===== src/sv/aesc_ram.sv =====
// ----------------------------------------------------------------------------
// aesc_ram: generic single-port-write RAM
// One write port, one read port, registered read data.
// ----------------------------------------------------------------------------
module aesc_ram #(
	parameter int WIDTH = 32,
	parameter int DEPTH = 60,
	parameter int AW    = $clog2(DEPTH)
) (
	input  logic             clk,
	input  logic             we,
	input  logic [AW-1:0]    waddr,
	input  logic [WIDTH-1:0] wdata,
	input  logic [AW-1:0]    raddr,
	output logic [WIDTH-1:0] rdata
);

	logic [WIDTH-1:0] mem_q [DEPTH];

	always_ff @(posedge clk) begin
		if (we) mem_q[waddr] <= wdata;
		rdata <= mem_q[raddr];
	end

endmodule

===== config.mk =====
export PLATFORM = sky130hd
export DESIGN_NAME = aesc_ram
export DESIGN_NICKNAME = d
export VERILOG_FILES = /design/src/sv/aesc_ram.sv
export SDC_FILE = /design/constraint.sdc
export NUM_CORES = 2
export LEC_CHECK = 0
export ABC_CLOCK_PERIOD_IN_PS = 11700
export BUFFER_PORTS_ARGS = -buffer_cell sky130_fd_sc_hd__buf_2
export CELL_PAD_IN_SITES_DETAIL_PLACEMENT = 1
export CELL_PAD_IN_SITES_GLOBAL_PLACEMENT = 2
export CORE_MARGIN = 4
export CORE_UTILIZATION = 50
export DETAILED_ROUTE_END_ITERATION = 8
export GPL_ROUTABILITY_DRIVEN = 0
export PLACE_DENSITY = 0.79
export SYNTH_ARGS = -nofsm -noshare
export SYNTH_HDL_FRONTEND = slang
export SYNTH_SLANG_ARGS = --single-unit

===== constraint.sdc =====
create_clock -name clk -period 11.7 [get_ports clk]
set_input_delay 2.34 -clock clk [delete_from_list [all_inputs] [get_ports clk]]
set_output_delay 2.34 -clock clk [all_outputs]
set_load 0.05 [all_outputs]

### Word level (Yosys, flattened, before mapping)

Memory sizes are Yosys's and may differ from the RTL's. A register that Yosys moved wholly into a read port is not among the register bits.
Cells that the tools add are included.

* register bits after elaboration: 0
* logic and storage cells: 3
* output and inout port bits: 32
* RAM bits: 1920
* memories kept: 1
* bits of input ports: 46

Memories
* mem_q: words 60, width 32, read ports 1, clocked after memory_dff 1, wr ports 1, line 18 `logic [WIDTH-1:0] mem_q [DEPTH];`

* muxes and demuxes: 2

Operators with widths (number)
* 1-bit two-way mux: 2

### Logic depth before layout (Yosys ltp)

* word-level depth: 2
* gate-level depth with buffers: 10
* mapped depth without buffers: 5

### Worst setup path after synthesis

Ideal clock, no wire load.

* kind: input to register
* start: input waddr[4]
* end: memory mem_q[32][0], enable pin
* required time: 11.239 ns
* arrival: 5.018 ns
* setup time: 0.461 ns
* setup slack: 6.221 ns
* stages on the path: 4
* buffers on the path: 1
* path through: clkbuf_1 nor2_1 nand4b_1 nor3_1

RTL lines
* start, declared: line 12 `input logic [AW-1:0] waddr,`
* end, declared: line 18

Straight into the memory's write port.

==> results.md <==
* Outcome: completed
* Area leader, netlist: edfxtp_1
* Nets@finish at 3476
* Cells after Synth at 3264
* Area of the multi-input gates at 15000 µm²
* Drt drc at 0
* Slowest stage cell, crit path: buf_4
* Crit path max fanout at 95
* Post-synthesis mux area share at 0.146
* Synth Area in Simple Gates at 0.0145
* Die height at 392 µm
* Largest net degree at the start of global routing at 127
* Sw Share at 0.211
* IO Count at 78
* CP dominant cell by count: buf_4
* Comb power frac at 0.050
* Post-synth net total at 3310
* Drt total wl at 198000 µm
* Layout Cells excl Fill at 5501
* Die Wd at 392 µm
* Static leakage at 25.6 nW
* Ys async rst share at 0
* Compound-Gate Fraction of Synth Area at 0.0360
* 1st-iter DRT viols at 4310
* Post-synthesis cell type count at 38
* Share of cells above drive strength 1 at 0.268
* Clock Latency Late Sink at 0.82 ns
* EDFF count, synth at 1920
* PwrDens at 172 nW/µm²
* Total die area at 154000 µm²
* GRT busiest layer: met2
* Grt met2 use at 0.429
* Final Cycle Share at 0.467
* Yosys reg bits at 1952
* Tmin final at 5.46 ns
* Post-CTS setup buffer count at 0
* Post-synthesis adder-cell area fraction at 0
* Crit path largest cell delay at 0.96 ns
* Clock Root Buffer: clkbuf_16
* Setup-failing EPs final at 0
* Number of global-route vias before repair at 38184
* CTS Buf Count at 188
* Family with the most delay on the worst path: buffers and inverters
* Clock Tree Buf Depth at 3
* Max Cap Violations at 0
* IO buf count at 77
* Average wire per standard cell at 35.9 µm
* Antenna violations before repair at 13
* Core area at 146000 µm²
* Post-DP HPWL at 104000 µm
* Maximum clock frequency at 183 MHz
* DR vias/cell at 6.53
* Sequential area share after synthesis at 0.790
* Number of cell rows at 140
* Met3 Resource Use GR at 0.0472
* Placed cell count at 5157
* Slew @ Worst Pin at 1.37 ns
* Clock share of power at 0.404
* Setup TNS at 0 ns
* Met1 Use GR at 0.358
* Crit Path Category: in -> reg
* P_int at 0.0112 W
* Worst path buffer plus inverter count at 3
* Slew Viols, Final at 0
* Initial core utilization at 0.505
* Hold/Removal Path Class: reg -> reg
* Critical path, cell by cell: buf_8 -> buf_4 -> buf_4 -> mux4_2 -> a22oi_1 -> nand2_1 -> a21oi_1 -> o211ai_1
* CTS tree: done
* RSZ-0062 raised after global routing: false
* Synth Warn # at 0
* Peak VDD IR at 0.000168 V
* P_sw at 0.00300 W
* PostCTS Resize Cnt at 0
* Post-Syn Area at 73800 µm²
* Clk pin slew, worst setup/hold paths at 0.06 ns
* Clock skew at 0.0371 ns
* Critical path arrival at 6.11 ns
* Worst Path Required at 12.35 ns
* CP endpoint kind: register
* First-pass GRT wire length at 283000 µm
* FF+latch area at 58300 µm²
* Post-route ant nets at 0
* Top FF cell, synth: edfxtp_1
* H-tree depth at 4
* Worst slew margin at 0.0858
* Vias at 35932
* 1st-pass router iterations at 5
* Top post-synthesis cells by area: edfxtp_1 78%, mux4_2 14%, a22oi_1 1.1%
* Design Area, Final at 82600 µm²
* GRT Util Overall at 0.261
* CTS hold repair buffers at 0
* CTS sink cnt at 1952
* Syn_area_per_cell at 22.6 µm²
* Fill cell count at 12255
* Post-synth top area share at 0.781
* Register share of total power at 0.546
* Most frequent cells after synthesis: 1920 x edfxtp_1, 461 x mux4_2, 109 x a22oi_1
* CP Launch Type: primary input
* Fin. Hold Viols at 0
* Main combinational cell family by area after synthesis: multiplexers
* Area Overhead vs Synth at 12.0%
* Placed cell area at 76800 µm²
* Count leader, synth: edfxtp_1
* Total gr overflow at 0
* XOR/XNOR Fraction of Synth Area at 0
==> worst paths after layout <==
kind | start | endpoint | slack [ns] | cells past startpoint
worst max-delay path | raddr[1] | rdata[14] | 6.24 | 8
worst max register to register | mem_q[24][31] | rdata[31] | 9.71 | 4
worst min register to register | mem_q[12][24] | rdata[24] | 0.85 | 4
worst min-delay path | mem_q[12][24] | rdata[24] | 0.85 | 4
==> placed cells by master (no fill, tap or decap), types with 38 or more instances in the layout <==
cell type  Yosys  final
a21oi_1       45     45
nand2_1       62     62
a22oi_1      109    109
nor2_4         0     60
buf_2         42     73
edfxtp_1    1920   1920
buf_4         15     86
mux4_2       461    461
nand3_1       43     43
o21ai_0       65     65
clkinv_1       0     44
mux2i_1       38     38
clkbuf_1      91     50
clkbuf_16      0    198
==> tightest hold or removal path: cells and delay by family (launching register included) <==
family | cells | cell delay, ns
AO/OA/AOI/OAI | 3 | 0.27
flip-flops | 1 | 0.32
multiplexers | 1 | 0.23
==> power groups by stage <==
stage	combinational [W]	clock [W]	sequential (W)
after floorplan	0.000370	0	0.00796
after global placement	0.000686	0	0.00792
after detailed placement	0.000716	0	0.00792
after CTS	0.000718	0.00584	0.00777
after global routing	0.000753	0.00618	0.00777
final	0.000712	0.00576	0.00777
==> per-stage QoR <==
stage / power, W / setup WS, ns / utilization / hold slack (ns)
finish: 0.0142 / 6.24 / 0.566 / 0.851
global route: 0.0147 / 6.10 / 0.566 / 0.877
CTS: 0.0143 / 6.25 / 0.566 / 0.858
detailed placement: 0.00864 / 5.46 / 0.526 / 0.829
global placement: 0.00860 / 5.53 / 0.526 / 0.807
floorplan: 0.00833 / 6.22 / - / 0.770
==> logic make-up (layout without fill, tap and decap cells) <==
family / Yosys count / after routing
muxes: 499 / 499
DFF: 1952 / 1952
and+or+nand+nor: 237 / 237
buffers and inverters: 192 / 506
other: 0 / 6
AOI/OAI and AO/OA: 384 / 384
==> registers in the layout, summed over array words and instances (netlist names) <==
signal / cells
mem_q: 1920
rdata: 32
==> area by class of cell <==
type,instances,area share
tap,1917,0.0290
antenna,6,0.000182
inverter,3,0.000136
timing repair buffer,165,0.0136
sequential,1952,0.705
clock inverter,84,0.00704
multi-input combinational,1120,0.181
clock buffer,254,0.0632
==> routing by layer <==
metal / vias up / wire [µm] / part of all wire
li1: 14249 / - / -
met1: 19522 / 75000 / 0.38
met2: 1819 / 98600 / 0.50
met5: - / 32 / 0.00016
met4: 4 / 6960 / 0.035
met3: 338 / 16900 / 0.086
No activity file was read; power rests on OpenSTA's default activity.
